$ cat src/rtl/tlvd_pkg.sv
// Shared types and constants of the type-length-value stream deframer.
package tlvd_pkg;

  localparam logic [7:0] LEN_EXT16 = 8'd126;
  localparam logic [7:0] LEN_EXT64 = 8'd127;

  localparam logic [3:0] EXT16_BYTES = 4'd2;
  localparam logic [3:0] EXT64_BYTES = 4'd8;

  localparam logic KIND_HEADER  = 1'b0;
  localparam logic KIND_PAYLOAD = 1'b1;

  typedef struct packed {
    logic        kind;
    logic [31:0] type_tag;
    logic [63:0] payload_length;
    logic [7:0]  payload_byte;
    logic        object_last;
  } result_t;

endpackage

$ cat src/rtl/tlv_stream_deframer_unit.sv
// Top level of the type-length-value stream deframer.
//
// The input channel carries one stream byte per beat on data_byte, with
// data_valid and data_stall. Each object is a little-endian type tag of
// TYPE_BYTES bytes, then a length prefix byte; prefix 126 is followed by a
// 16-bit and prefix 127 by a 64-bit little-endian length.
// The result channel (result_valid, result_stall) gives one header beat per
// object with its tag and length, then one beat per payload byte; the final
// beat of an object has object_last set. A zero length ends the object at
// its header. Tag bytes and extended length bytes give no result.
// A byte is accepted every cycle while data_stall is low; its result, if any,
// is registered in the output or skid register. The parser state update is a
// single registered step per byte, bounded by the 64-bit remaining-byte
// decrement and compare. A skid register behind the output register holds
// one result while the receiver stalls, so data_stall rises only after two
// results are waiting. Synchronous reset returns the parser to the start of
// an object and empties both result registers.
module tlv_stream_deframer_unit #(
  parameter int TYPE_BYTES = 4
) (
  input  logic        clk,
  input  logic        rst,
  input  logic        data_valid,
  output logic        data_stall,
  input  logic [7:0]  data_byte,
  output logic        result_valid,
  input  logic        result_stall,
  output logic        kind,
  output logic [31:0] type_tag,
  output logic [63:0] payload_length,
  output logic [7:0]  payload_byte,
  output logic        object_last
);

  localparam int TagIdxW = (TYPE_BYTES > 1) ? $clog2(TYPE_BYTES) : 1;

  typedef enum logic [1:0] {
    PH_TYPE,
    PH_LEN,
    PH_DATA
  } phase_t;

  phase_t               phase, phase_next;
  logic [31:0]          tag, tag_next;
  logic [TagIdxW-1:0]   tag_idx, tag_idx_next;
  logic [3:0]           len_cnt, len_cnt_next;
  logic                 ext16, ext16_next;
  logic [63:0]          accum, accum_next;
  logic [63:0]          remaining, remaining_next;

  logic                 accept;
  logic                 res_valid;
  tlvd_pkg::result_t    res;
  logic                 header;

  tlvd_pkg::result_t    out_reg;
  logic                 out_valid;
  tlvd_pkg::result_t    skid_reg;
  logic                 skid_valid;
  logic                 out_free;

  assign accept = data_valid && !data_stall;

  always_comb begin
    phase_next     = phase;
    tag_next       = tag;
    tag_idx_next   = tag_idx;
    len_cnt_next   = len_cnt;
    ext16_next     = ext16;
    accum_next     = accum;
    remaining_next = remaining;
    header         = 1'b0;
    res_valid      = 1'b0;
    res            = '0;
    case (phase)
      PH_LEN: begin
        if (len_cnt == 4'd0) begin
          if (data_byte == tlvd_pkg::LEN_EXT16 || data_byte == tlvd_pkg::LEN_EXT64) begin
            ext16_next   = (data_byte == tlvd_pkg::LEN_EXT16);
            accum_next   = '0;
            len_cnt_next = 4'd1;
          end else begin
            accum_next = {56'd0, data_byte};
            header     = 1'b1;
          end
        end else begin
          accum_next[(3'(len_cnt - 4'd1)) * 8 +: 8] = data_byte;
          len_cnt_next = len_cnt + 4'd1;
          if (ext16 ? (len_cnt == tlvd_pkg::EXT16_BYTES)
                    : (len_cnt == tlvd_pkg::EXT64_BYTES)) begin
            header = 1'b1;
          end
        end
        if (header) begin
          res_valid          = 1'b1;
          res.kind           = tlvd_pkg::KIND_HEADER;
          res.type_tag       = tag;
          res.payload_length = accum_next;
          res.payload_byte   = 8'd0;
          res.object_last    = (accum_next == 64'd0);
          len_cnt_next       = 4'd0;
          if (accum_next == 64'd0) begin
            phase_next   = PH_TYPE;
            tag_next     = '0;
            tag_idx_next = '0;
          end else begin
            phase_next     = PH_DATA;
            remaining_next = accum_next;
          end
        end
      end
      PH_DATA: begin
        res_valid          = 1'b1;
        res.kind           = tlvd_pkg::KIND_PAYLOAD;
        res.type_tag       = tag;
        res.payload_length = accum;
        res.payload_byte   = data_byte;
        res.object_last    = (remaining == 64'd1);
        remaining_next     = remaining - 64'd1;
        if (remaining == 64'd1) begin
          phase_next   = PH_TYPE;
          tag_next     = '0;
          tag_idx_next = '0;
        end
      end
      default: begin
        tag_next[tag_idx * 8 +: 8] = data_byte;
        if (tag_idx == TagIdxW'(TYPE_BYTES - 1)) begin
          phase_next   = PH_LEN;
          tag_idx_next = '0;
          len_cnt_next = 4'd0;
        end else begin
          tag_idx_next = tag_idx + TagIdxW'(1);
        end
      end
    endcase
  end

  assign out_free = !out_valid || !result_stall;

  always_ff @(posedge clk) begin
    if (rst) begin
      phase      <= PH_TYPE;
      tag        <= '0;
      tag_idx    <= '0;
      len_cnt    <= 4'd0;
      ext16      <= 1'b0;
      out_valid  <= 1'b0;
      skid_valid <= 1'b0;
    end else begin
      if (accept) begin
        phase     <= phase_next;
        tag       <= tag_next;
        tag_idx   <= tag_idx_next;
        len_cnt   <= len_cnt_next;
        ext16     <= ext16_next;
        accum     <= accum_next;
        remaining <= remaining_next;
      end
      if (out_free) begin
        if (skid_valid) begin
          out_reg    <= skid_reg;
          out_valid  <= 1'b1;
          skid_valid <= 1'b0;
        end else begin
          out_reg   <= res;
          out_valid <= accept && res_valid;
        end
      end else if (accept && res_valid) begin
        skid_reg   <= res;
        skid_valid <= 1'b1;
      end
    end
  end

  assign data_stall     = skid_valid;
  assign result_valid   = out_valid;
  assign kind           = out_reg.kind;
  assign type_tag       = out_reg.type_tag;
  assign payload_length = out_reg.payload_length;
  assign payload_byte   = out_reg.payload_byte;
  assign object_last    = out_reg.object_last;

  a_skid_implies_out: assert property (@(posedge clk) disable iff (rst)
    skid_valid |-> out_valid)
    else $error("Skid register holds a result while the output register is empty.");

  a_header_last: assert property (@(posedge clk) disable iff (rst)
    (out_valid && out_reg.kind == tlvd_pkg::KIND_HEADER) |->
      (out_reg.object_last == (out_reg.payload_length == 64'd0)))
    else $error("Header end-of-object flag disagrees with its length.");

  a_header_byte_zero: assert property (@(posedge clk) disable iff (rst)
    (out_valid && out_reg.kind == tlvd_pkg::KIND_HEADER) |->
      (out_reg.payload_byte == 8'd0))
    else $error("Header result carries a nonzero payload byte.");

  a_remaining_nonzero: assert property (@(posedge clk) disable iff (rst)
    (phase == PH_DATA) |-> (remaining != 64'd0))
    else $error("Payload phase entered with no bytes remaining.");

endmodule

$ cat config.mk
export PLATFORM = sky130hd
export DESIGN_NAME = tlv_stream_deframer_unit
export DESIGN_NICKNAME = d
export VERILOG_FILES = /design/src/rtl/tlvd_pkg.sv /design/src/rtl/tlv_stream_deframer_unit.sv
export SDC_FILE = /design/constraint.sdc
export NUM_CORES = 1
export LEC_CHECK = 0
export BUFFER_PORTS_ARGS = -buffer_cell sky130_fd_sc_hd__buf_4
export CORE_ASPECT_RATIO = 0.5
export CORE_MARGIN = 2
export CORE_UTILIZATION = 61
export CTS_CLUSTER_DIAMETER = 60
export DETAILED_ROUTE_END_ITERATION = 6
export HOLD_SLACK_MARGIN = 0.1
export PLACE_DENSITY = 0.8
export SLEW_MARGIN = 20
export SYNTH_ARGS = -nofsm -noshare
export SYNTH_HDL_FRONTEND = slang
export SYNTH_SLANG_ARGS = --single-unit
$ cat constraint.sdc
create_clock -name clk -period 20.3 [get_ports clk]
set_clock_uncertainty 0.05 [all_clocks]
set_input_delay 4.06 -clock clk [delete_from_list [all_inputs] [get_ports clk]]
set_output_delay 4.06 -clock clk [all_outputs]
set_load 0.005 [all_outputs]
==> results.md, run 1 <==
* Fmax achieved at 140 MHz
* Max-slew headroom at the worst pin at 0.296
* Number of buffers added on ports at 119
* Run status: complete, no violations
* Synth Area in XOR/XNOR at 0.0284
* Capture point of the worst path: remaining[47]
* Die W at roughly 250 microns
* Leakage power total at 7.07 nW
* Post-DR vias/cell at 6.48
* Worst Path Arrival at 7230 ps
* Sort of element at the end of the critical path: register
* Required time at the endpoint of the critical path at 20390 ps
* Dominant combinational cell family by area after synthesis: simple AND/OR/NAND/NOR gates
* Number of distinct standard cells referenced by the synthesized netlist at 72
* Setup Total Neg Slack at 0 ps
* Number of cells upsized or downsized after cts at 0
* Synth-to-layout area growth at 13.6%
* Vias in the first global route at 11787
* TritonCTS buffer count at 34
* Core area at between 0.02 and 0.03 sq mm
* Post-synthesis simple-gate area fraction at 0.127
* Number of hold buffers added after CTS at 0
* Cell class contributing the biggest share of worst-path delay: simple AND/OR/NAND/NOR gates
* Clock slew at reported path FFs at 60 ps
* Wire length per cell at 22.9 microns
* Number of endpoints failing setup at the final stage at 0
* Flip-flop count of the largest register, all copies and words added at 106
* Remaining design rule violation count at 0
* Largest fanout on the critical path at 64
* Hold slack final at 471 ps
* Classification of the worst setup path: input port to register
* Worst path bufs/invs at 2
* Crit share post-route at 0.351
* Count of pins over their slew limit at 0
* Flop and latch count out of synthesis at 383
* Multiplexer share of the synthesized area at 0.0673
* RR Startpoint: len_cnt[0]
* Total number of cells along the worst setup path at 10
* Largest net degree at the start of global routing at 98
* Adder-cell share of the synthesized area at 0.0112
* Total power density per cell area at ~80 mW/mm^2
* Half-perimeter wire length of the detailed placement result at 29800 microns
* Violation count after the first detailed-routing iteration at 1609
* Syn Area/Cell at 12.3 sq um
* Kind of path behind the tightest hold check: register to register
* Starting density of the core at 0.619
* List of cells traversed by the critical path: buf_4 > nand4b_1 > o21ai_0 > o21ai_1 > a2111oi_0 > and4b_1 > and4_1 > or3_1 > a211oi_4 > buf_4
* Number of levels the H-tree was split into at 2
* Number of rows created at floorplan at 44
* Post-synthesis instance total at 1457
* Clock sinks at 383
* Most frequent cells in the layout: sky130_fd_sc_hd__edfxtp_1, sky130_fd_sc_hd__nor2_1, sky130_fd_sc_hd__buf_4
* GPL Wtd Cong at 0.883
* Share of final-layout standard cells stronger than drive strength 1 at 0.199
* Final wirelength at roughly 45000 microns
* Root cell of the clock tree: sky130_fd_sc_hd__clkbuf_16
* Slew @ Worst Pin at 1050 ps
* EDFF count, synth at 340
* Crit path max-delay cell type: sky130_fd_sc_hd__buf_4
* Max-cap check violation count at 0
* Longest Clk Path Bufs at 3
* Die footprint at ~0.031 sq mm
* Post-CTS setup-driven buffer insertion count at 0
* Critical path launch point: data_byte[7]
* Post-synthesis instance area at 0.0179 sq mm
* Number of antenna violations at the first check in global routing at 1
* Yosys warning total at 0
* Ports placed on the boundary at 120
* Crit-path most repeated cell: sky130_fd_sc_hd__buf_4
* Worst Reg2Reg Path Length in Cells at 14
* Fill cell total of the finished layout at roughly 2000
* Setup repair after global routing missed its margin: no
* CTS tree: yes
* Via count at 12637
* R2r setup slk at 13800 ps
* Sequential share of the synthesized area at 0.619
* First-pass GRT wire length at slightly below 70000 microns
* Ys flop type: sky130_fd_sc_hd__edfxtp_1
* Total grt overflow at 0
* Nets@finish at 1564
* Final min period at 7140 ps
* Remaining antenna violation count at 0
* Most common cell after layout, fill and taps aside: sky130_fd_sc_hd__edfxtp_1
* Worst hold path startpoint: phase[0]
* Final hold violation count at 0
* Critical path startpoint category: input port
* Die height at roughly 130 microns
* Number of antenna cells inserted at 0
* Total track usage at 0.286
* Complex-gate fraction of the synthesized area at 0.118
* Net count after synthesis at between 1000 and 1500
* Async set or reset register ratio after synthesis at 0
* Router iterations before antenna repair at 5
* Max IR drop VDD at 0.0000612 V
* Reg2Reg Capture Point: remaining[47]
* Worst-skew pair later-pin latency at around 530 ps
* Worst path max stage delay at 700 ps
## worst min path at each step
| stage | end | slack [ps] | cells past startpoint |
|---|---|---|---|
| after CTS | tag[22] | 470 | 2 |
| after global placement | phase[0] | 430 | 2 |
| after global routing | tag[8] | 490 | 2 |
| after floorplan | phase[1] | 420 | 2 |
| after detailed placement | phase[0] | 460 | 2 |
| final | phase[0] | 470 | 2 |
## cells in the mapped netlist (3+ instances only)
| library cell | number | area, sq um |
|---|---|---|
| sky130_fd_sc_hd__edfxtp_1 | 340 | 10200 |
| sky130_fd_sc_hd__nor2_1 | 139 | 522 |
| sky130_fd_sc_hd__a21oi_1 | 101 | 505 |
| sky130_fd_sc_hd__nand2_1 | 101 | 379 |
| sky130_fd_sc_hd__mux2_2 | 83 | 935 |
| sky130_fd_sc_hd__clkbuf_1 | 73 | 274 |
| sky130_fd_sc_hd__a22o_1 | 68 | 596 |
| sky130_fd_sc_hd__dfxtp_1 | 43 | 861 |
| sky130_fd_sc_hd__inv_1 | 41 | 154 |
| sky130_fd_sc_hd__xnor2_1 | 37 | 324 |
| sky130_fd_sc_hd__nand3_1 | 34 | 170 |
| sky130_fd_sc_hd__o31ai_1 | 32 | 240 |
| sky130_fd_sc_hd__nor3_1 | 30 | 150 |
| sky130_fd_sc_hd__mux2i_1 | 27 | 270 |
| sky130_fd_sc_hd__nor4_1 | 24 | 150 |
| sky130_fd_sc_hd__o32ai_1 | 24 | 210 |
| sky130_fd_sc_hd__and2_1 | 22 | 138 |
| sky130_fd_sc_hd__or3_1 | 22 | 138 |
| sky130_fd_sc_hd__xor2_1 | 21 | 184 |
| sky130_fd_sc_hd__o21ai_0 | 17 | 85.1 |
| sky130_fd_sc_hd__ha_1 | 16 | 200 |
| sky130_fd_sc_hd__buf_1 | 14 | 52.6 |
| sky130_fd_sc_hd__nand4_1 | 14 | 87.6 |
| sky130_fd_sc_hd__nor2b_1 | 14 | 87.6 |
| sky130_fd_sc_hd__or4_1 | 13 | 97.6 |
| sky130_fd_sc_hd__or2_2 | 10 | 62.6 |
| sky130_fd_sc_hd__nand2b_1 | 9 | 56.3 |
| sky130_fd_sc_hd__a32o_1 | 8 | 80.1 |
| sky130_fd_sc_hd__a31oi_1 | 7 | 43.8 |
| sky130_fd_sc_hd__buf_2 | 6 | 30.0 |
| sky130_fd_sc_hd__nand4b_1 | 4 | 35.0 |
| sky130_fd_sc_hd__o211ai_1 | 4 | 30.0 |
| sky130_fd_sc_hd__a22oi_1 | 3 | 22.5 |
| sky130_fd_sc_hd__nor3b_1 | 3 | 22.5 |
| sky130_fd_sc_hd__o2111ai_1 | 3 | 26.3 |
| sky130_fd_sc_hd__o21ai_1 | 3 | 15.0 |
## final cells by class
type | count | area (sq um) | area share
sequential | 383 | 11100 | 0.545
tap | 391 | 489 | 0.0241
clock buffer | 43 | 968 | 0.0477
inverter | 43 | 163 | 0.00801
multi-input combinational | 937 | 6370 | 0.314
timing repair buffer | 137 | 1050 | 0.0518
clock inverter | 17 | 199 | 0.00979
## through the flow
stage	area, sq um	setup WS (ps)	power, W	utilization	std cells
2_1_floorplan	17900	4040	0.000932	-	1457
3_3_place_gp	19100	12730	0.000960	0.661	1890
3_5_place_dp	19100	12530	0.000963	0.661	1890
4_1_cts	20300	13090	0.00163	0.702	1950
5_1_grt	20300	12980	0.00167	0.703	1951
6_report	20300	13160	0.00163	0.703	1951
## power breakdown
part	total, W	switching [W]	internal (W)
sequential	0.000874	0.00000813	0.000866
combinational	0.0000748	0.0000477	0.0000270
clock	0.000682	0.000291	0.000391
## cell families (layout without fill, tap and decap cells)
group                      count (synthesis)  after routing
DFF                                      383            383
and+or+nand+nor                          457            457
adders and majority gates                 16             16
xor gates and xnor gates                  58             58
buffers and inverters                    137            240
muxes                                    110            110
AOI/OAI and AO/OA                        296            296
## layer usage
metal	GRT usage	wire, microns	up-vias	share of wire
met5	0	13	-	0.00029
met1	0.428	19000	6235	0.42
met4	0.0613	794	2	0.018
met2	0.418	19700	682	0.44
met3	0.0833	5190	79	0.12
li1	-	-	5639	-
## worst reg2reg max path: cells and delay by family (launching register included)
kind	cells	cell delay (ps)
AO/OA/AOI/OAI	4	1370
AND/OR/NAND/NOR	4	1270
buffers and inverters	3	1240
adder cells (fa/ha/maj)	2	920
flip-flops	1	630
XOR/XNOR	1	550
Note: power is estimated with default switching activity, not from simulation.
==> run 2: changes to the inputs <==
- clock period: 20.3 -> 6.85 ns (I/O delays scaled with it)
==> run 2 against run 1 <==
  * Sequential share of layout area increased by 0.22 points
  * Core utilization down 0.29 points
  * Power increased to 2.9 times the previous value
  * Final cell count grew 0.10%
  * Hold slack gained 2.2 ps
  * Critical endpoint is now remaining[26]
  * Routed wire length rose by 1.3%
  * Clock power rose to 2.8 times the previous value
  * Setup slack got worse by 12000 ps
  * Critical path type is now register to register
==> results.md, run 2 (synthesis results as in run 1) <==
* Most common cell after layout, fill and taps aside: sky130_fd_sc_hd__edfxtp_1
* Crit share post-route at 0.870
* Number of cells on the worst hold path at 2 (unchanged)
* Max-slew headroom at the worst pin at 0.314 (+0.0186)
* Setup Total Neg Slack at 0 ps (unchanged)
* Worst hold path startpoint: skid_reg[96]
* Reg2Reg Capture Point: remaining[26]
* Remaining antenna violation count at 0 (unchanged)
* Die W at 246 microns (unchanged)
* Final hold violation count at 0 (unchanged)
* Cell area after placement at 0.0192 sq mm (+0.22%)
* RR Startpoint: len_cnt[0]
* Largest fanout on the critical path at 64 (unchanged)
* Clock slew at reported path FFs at 70 ps (about the same)
* Busiest layer in global routing: met1
* R2r setup slk at 890 ps (-12910 ps)
* Slew @ Worst Pin at 1020 ps (-22.0 ps)
* Sequential Power Share at 0.550 (+0.014)
* Core area at 0.0289 sq mm (unchanged)
* Total grt overflow at 0 (unchanged)
* Met2 track demand over resource in global routing at 0.445 (+0.0273)
* Number of endpoints failing setup at the final stage at 0 (unchanged)
* Storage element area at 0.0111 sq mm (unchanged)
* Number of antenna violations at the first check in global routing at 1 (unchanged)
* Nets@finish at 1565 (+0.064%)
* Routing usage on met1 at 0.448 (+0.0200)
* Max-cap check violation count at 0 (unchanged)
* Kind of path behind the tightest hold check: register to register
* Clock sinks at 383 (unchanged)
* Endpoint of the worst hold path: type_tag[23]
* Cell-internal power at 0.00368 W (+190%)
* Post-route standard cell area excluding fillers at 0.0202 sq mm (-0.41%)
* Multi-input combinational cell area at 0.00637 sq mm (unchanged)
* Starting density of the core at 0.619 (unchanged)
* Number of cells upsized or downsized after cts at 0 (unchanged)
* Worst Setup Slack post-DPL at 998 ps (-11540 ps)
* Fmax achieved at 168 MHz
* Flip-flop count of the largest register, all copies and words added at 106 (unchanged)
* Setup repair after global routing missed its margin: no
* GR Util met3 at 0.0578 (-0.0255)
* Core utilization of the finished layout at 0.700 (-0.00286)
* GPL Wtd Cong at 0.934 (+5.8%)
* Part of the total power dissipated in combinational logic at 0.047 (about the same)
* Synth-to-layout area growth at 13.1%
* Number of buffers added on ports at 119 (unchanged)
* Leakage power total at 7.04 nW (-0.50%)
* Ports placed on the boundary at 120 (unchanged)
* Share of final-layout standard cells stronger than drive strength 1 at 0.195 (-0.00410)
* Final worst slack at 891 ps (-12270 ps)
* Final min period at 5960 ps
* Most frequent cells in the layout: sky130_fd_sc_hd__edfxtp_1, sky130_fd_sc_hd__nor2_1, sky130_fd_sc_hd__buf_4
* Switching Share at 0.218 (+0.00556)
* Number of levels the H-tree was split into at 2 (unchanged)
* Worst Path Arrival at 6080 ps (-1150 ps)
* Die height at 125 microns (unchanged)
* Worst-skew pair later-pin latency at 530 ps (about the same)
* Number of antenna cells inserted at 0 (unchanged)
* Wire length per cell at 23.2 microns (+1.2%)
* Remaining design rule violation count at 0 (unchanged)
* Required time at the endpoint of the critical path at 6970 ps (-13420 ps)
* Critical path startpoint category: register
* Max IR drop VDD at 0.000148 V (+140%)
* Largest net degree at the start of global routing at 107 (+9.2%)
* Number of rows created at floorplan at 44 (unchanged)
* Count of pins over their slew limit at 0 (unchanged)
* Number of hold buffers added after CTS at 0 (unchanged)
* Die footprint at 0.0308 sq mm (unchanged)
* Post-DR vias/cell at 6.40 (-1.2%)
* Final wirelength at 45300 microns (+1.3%)
* Router iterations before antenna repair at 6 (+1)
* Longest Clk Path Bufs at 3 (unchanged)
* Classification of the worst setup path: register to register
* Root cell of the clock tree: sky130_fd_sc_hd__clkbuf_16
* Fill cell total of the finished layout at 2055 (+2.9%)
* Total track usage at 0.294 (+0.00726)
* Half-perimeter wire length of the detailed placement result at 30900 microns (+3.6%)
* Count of non-filler cells in the finished layout at 1953 (+0.10%)
* First-pass GRT wire length at 69700 microns (+2.2%)
* Sort of element at the end of the critical path: register
* Run status: complete, no violations
* Post-CTS setup-driven buffer insertion count at 0 (unchanged)
* Violation count after the first detailed-routing iteration at 1604 (-0.31%)
* Via count at 12495 (-1.1%)
* Power spent charging and discharging nets at 0.00103 W (+200%)
* Total power density per cell area at 232 mW/mm^2 (+190%)
* CTS tree: yes
* TritonCTS buffer count at 35 (+2.9%)
* Worst Reg2Reg Path Length in Cells at 14 (unchanged)
* Portion of total power attributed to the clock network at 0.402 (-0.016)
* Vias in the first global route at 12035 (+2.1%)
* Placed cell count at 1891 (+0.053%)
## run 2: power groups by stage
stage | combinational, W | sequential (W) | clock [W]
2_1_floorplan | 0.000118 | 0.00264 | 0
3_3_place_gp | 0.000211 | 0.00264 | 0
3_5_place_dp | 0.000218 | 0.00264 | 0
4_1_cts | 0.000220 | 0.00259 | 0.00191
5_1_grt | 0.000237 | 0.00259 | 0.00200
6_report | 0.000222 | 0.00259 | 0.00189
## run 2: final cells by class
type                    instances  area share
clock buffers                  43      0.0469
clock inverters                19     0.00668
inverters                      43     0.00804
multi-input cells             937       0.315
flip-flops and latches        383       0.547
well taps                     391      0.0242
repair buffers                137      0.0521
## run 2: metrics by stage
| step | total power [W] | hold slack [ps] |
|---|---|---|
| after global routing | 0.00483 | 498 |
| after CTS | 0.00472 | 475 |
| after detailed placement | 0.00286 | 452 |
| final | 0.00470 | 473 |
| after global placement | 0.00285 | 432 |
| after floorplan | 0.00276 | 421 |
## run 2: critical path: stages, from the launching register on
cell	delay, ps
sky130_fd_sc_hd__dfxtp_1	630
sky130_fd_sc_hd__inv_1	320
sky130_fd_sc_hd__ha_1	290
sky130_fd_sc_hd__xor2_1	580
sky130_fd_sc_hd__inv_2	190
sky130_fd_sc_hd__ha_1	610
sky130_fd_sc_hd__and4b_1	280
sky130_fd_sc_hd__a21oi_1	570
sky130_fd_sc_hd__a22o_1	330
sky130_fd_sc_hd__nor2_1	70
sky130_fd_sc_hd__and4b_1	220
sky130_fd_sc_hd__and4_1	340
sky130_fd_sc_hd__or3_1	400
sky130_fd_sc_hd__a211oi_4	300
sky130_fd_sc_hd__buf_12	340
## run 2: worst max-delay path by stage
stage,from,end
global route,len_cnt[0],remaining[47]
CTS,len_cnt[0],remaining[26]
global placement,len_cnt[0],remaining[39]
detailed placement,len_cnt[0],remaining[37]
finish,len_cnt[0],remaining[26]
floorplan,rst,accum[0]
## run 2: per-layer routing
layer / vias up / part of all wire
met5: - / 0
met4: 0 / 0.014
met3: 64 / 0.096
met2: 585 / 0.45
met1: 6189 / 0.44
li1: 5657 / -
==> run 3: changes to the inputs <==
- ABC_AREA: not set -> 1
==> run 3 against run 2 <==
  * Area after synthesis grew 6.0%
  * Hold slack got worse by 63 ps
  * Critical path depth increased by 3
  * Highest routed layer unchanged
  * Flip-flop and latch count stayed put
  * Routed wire length up 10%
  * Non-clock buffer count is 2 lower
  * Critical endpoint is now remaining[28]
  * Final cell count up 37%
  * Clock power rose by 5%
  * Via count increased by 23%
==> results.md, run 3 <==
* First-pass GRT wire length at 76600 microns (+9.9%)
* Commonest cells in the synthesized netlist: sky130_fd_sc_hd__nand2_1, sky130_fd_sc_hd__edfxtp_1, sky130_fd_sc_hd__inv_1
* Violation count after the first detailed-routing iteration at 1828 (+14%)
* Worst Path Arrival at 5110 ps (-970 ps)
* Max IR drop VDD at 0.000230 V (+55%)
* Final hold violation count at 0 (unchanged)
* Leakage power total at 8.96 nW (+27%)
* Most frequently used cell type in the post-synthesis netlist: sky130_fd_sc_hd__nand2_1
* Post-CTS setup-driven buffer insertion count at 0 (unchanged)
* Sequential Power Share at 0.407 (-0.143)
* Total power density per cell area at 347 mW/mm^2 (+49%)
* Portion of total power attributed to the clock network at 0.269 (-0.133)
* Nets@finish at 2251 (+44%)
* Half-perimeter wire length of the detailed placement result at 35100 microns (+14%)
* Most common cell after layout, fill and taps aside: sky130_fd_sc_hd__nand2_1
* Number of levels the H-tree was split into at 2 (unchanged)
* Number of cells on the worst hold path at 2 (unchanged)
* Remaining design rule violation count at 0 (unchanged)
* Run status: complete, no violations
* Ys flop type: sky130_fd_sc_hd__edfxtp_1
* Top cell type's share of synthesized area at 0.539 (-0.0321)
* Kind of path behind the tightest hold check: register to register
* Slew @ Worst Pin at 1010 ps (-12.9 ps)
* Core utilization of the finished layout at 0.699 (-0.000724)
* Final wirelength at 50000 microns (+10%)
* Max-slew headroom at the worst pin at 0.323 (+0.00863)
* Number of endpoints failing setup at the final stage at 0 (unchanged)
* Router iterations before antenna repair at 5 (-1)
* Critical path startpoint category: register
* Die footprint at 0.0326 sq mm (+5.8%)
* Switching Share at 0.374 (+0.156)
* Number of antenna violations at the first check in global routing at 0 (-1)
* Largest fanout on the critical path at 64 (unchanged)
* Power spent charging and discharging nets at 0.00277 W (+170%)
* Ports placed on the boundary at 120 (unchanged)
* GPL Wtd Cong at 0.968 (+3.6%)
* Number of cells upsized or downsized after cts at 0 (unchanged)
* TritonCTS buffer count at 35 (unchanged)
* Classification of the worst setup path: register to register
* Setup Total Neg Slack at 0 ps (unchanged)
* Required time at the endpoint of the critical path at 6960 ps (about the same)
* Clock sinks at 383 (unchanged)
* Reg2Reg Capture Point: remaining[28]
* Syn Area/Cell at 8.87 sq um (-28%)
* Die height at 129 microns (+2.8%)
* Total grt overflow at 0 (unchanged)
* Sequential share of the synthesized area at 0.584 (-0.0348)
* EDFF count, synth at 340 (unchanged)
* Core area at 0.0305 sq mm (+5.4%)
* CTS tree: yes
* Via count at 15313 (+23%)
* Area leader, netlist: sky130_fd_sc_hd__edfxtp_1
* Largest net degree at the start of global routing at 107 (unchanged)
* Longest Clk Path Bufs at 3 (unchanged)
* Post-DR vias/cell at 5.73 (-10%)
* Async set or reset register ratio after synthesis at 0 (unchanged)
* Worst-skew pair later-pin latency at 550 ps (+20 ps)
* Net count after synthesis at 2165 (+46%)
* Number of rows created at floorplan at 45 (+2.3%)
* Fmax achieved at 200 MHz (+19%)
* Flip-flop count of the largest register, all copies and words added at 106 (unchanged)
* Vias in the first global route at 13707 (+14%)
* Number of distinct standard cells referenced by the synthesized netlist at 44 (-39%)
* Cell-internal power at 0.00463 W (+26%)
* Total track usage at 0.308 (+0.0144)
* Synth-to-layout area growth at 12.4%
* Clock slew at reported path FFs at 70 ps (about the same)
* Root cell of the clock tree: sky130_fd_sc_hd__clkbuf_16
* Final min period at 5000 ps (-957 ps)
* Yosys warning total at 0 (unchanged)
* Wire length per cell at 18.7 microns (-19%)
* Number of buffers added on ports at 119 (unchanged)
* Max-cap check violation count at 0 (unchanged)
* Die W at 253 microns (+2.9%)
* Number of hold buffers added after CTS at 0 (unchanged)
* Crit share post-route at 0.730 (-0.140)
* Share of final-layout standard cells stronger than drive strength 1 at 0.0997 (-0.0949)
* Remaining antenna violation count at 0 (unchanged)
* Critical path launch point: len_cnt[0]
* Worst Reg2Reg Path Length in Cells at 17 (+3)
* Most frequent cells in the layout: sky130_fd_sc_hd__nand2_1, sky130_fd_sc_hd__edfxtp_1, sky130_fd_sc_hd__inv_1
* Flop and latch count out of synthesis at 383 (unchanged)
* Capture point of the worst path: remaining[28]
* Post-synthesis instance area at 0.0190 sq mm (+6.0%)
* RR Startpoint: len_cnt[0]
* Sort of element at the end of the critical path: register
* Count of pins over their slew limit at 0 (unchanged)
* Overall Power at 0.00740 W (+57%)
* Starting density of the core at 0.622 (+0.00338)
* Setup repair after global routing missed its margin: no
* Cell types with the largest area share after synthesis: sky130_fd_sc_hd__edfxtp_1, sky130_fd_sc_hd__nand2_1, sky130_fd_sc_hd__inv_1
* Post-synthesis instance total at 2137 (+47%)
* Part of the total power dissipated in combinational logic at 0.323 (+0.276)
* R2r setup slk at 1850 ps (+960 ps)
-- run 3: changes by cell type in the layout (fill, tap and decap cells not counted), sizes merged, moves of 67 or more --
cell,change
nand3,+115
a22o,-67
nand2,+577
mux2,-83
inv,+216
nor2,+81
a21oi,-67
o21ai,+73
-- run 3: per-stage QoR --
| stage | hold WS, ps | instance area [sq um] | instances | setup slack [ps] |
|---|---|---|---|---|
| 2_1_floorplan | 391 | 19000 | 2137 | 13.2 |
| 3_3_place_gp | 400 | 20200 | 2609 | 2070 |
| 3_5_place_dp | 405 | 20200 | 2609 | 1990 |
| 4_1_cts | 412 | 21300 | 2670 | 1980 |
| 5_1_grt | 430 | 21300 | 2670 | 1480 |
| 6_report | 410 | 21300 | 2671 | 1850 |
-- run 3: area by class of cell --
class	instances	area (sq um)
diodes	1	2.50
clock buffers	39	901
clock inverters	22	236
fillers	2312	9160
inverters	263	988
multi-input cells	1405	6550
flip-flops and latches	383	11100
well taps	423	529
repair buffers	135	1020
-- run 3: kinds of logic after synthesis --
| kind of cell | synth area share |
|---|---|
| buffers and inverters | 0.0724 |
| DFF | 0.584 |
| adders and majority gates | 0.0106 |
| AOI/OAI and AO/OA | 0.0587 |
| xor gates and xnor gates | 0.0217 |
| and+or+nand+nor | 0.253 |
-- run 3: power groups by stage --
stage                     combinational [W]  clock (W)  sequential [W]
final                               0.00239    0.00199         0.00301
after global routing                0.00263    0.00210         0.00303
after CTS                           0.00230    0.00201         0.00301
after detailed placement            0.00228          0         0.00306
after global placement              0.00226          0         0.00305
after floorplan                     0.00160          0         0.00305
-- run 3: per-layer routing --
metal	track usage	vias up	share of wire
li1	-	7242	-
met1	0.453	7158	0.43
met2	0.441	819	0.42
met3	0.101	94	0.13
met4	0.0797	0	0.022
met5	0	-	0
-- run 3: critical path, cell delays in order (launching register included) --
cell	delay [ps]
sky130_fd_sc_hd__dfxtp_1	510
sky130_fd_sc_hd__inv_1	210
sky130_fd_sc_hd__ha_1	270
sky130_fd_sc_hd__nand2_1	120
sky130_fd_sc_hd__nand2_4	100
sky130_fd_sc_hd__ha_1	420
sky130_fd_sc_hd__nor2_1	520
sky130_fd_sc_hd__nand2_1	330
sky130_fd_sc_hd__nand2_1	130
sky130_fd_sc_hd__nand3_1	160
sky130_fd_sc_hd__nand4_1	190
sky130_fd_sc_hd__nor2_1	50
sky130_fd_sc_hd__nand2_1	100
sky130_fd_sc_hd__nor2_1	90
sky130_fd_sc_hd__nand2_1	120
sky130_fd_sc_hd__nand2_4	210
sky130_fd_sc_hd__a211oi_4	280
sky130_fd_sc_hd__buf_4	710
-- run 3: how the worst min path moves through the flow --
stage,end,slack (ps),startpoint
5_1_grt,tag[19],430,tag[19]
2_1_floorplan,tag[18],390,tag[18]
6_report,tag[19],410,tag[19]
3_5_place_dp,tag[19],410,tag[19]
3_3_place_gp,tag[19],400,tag[19]
4_1_cts,tag[19],410,tag[19]
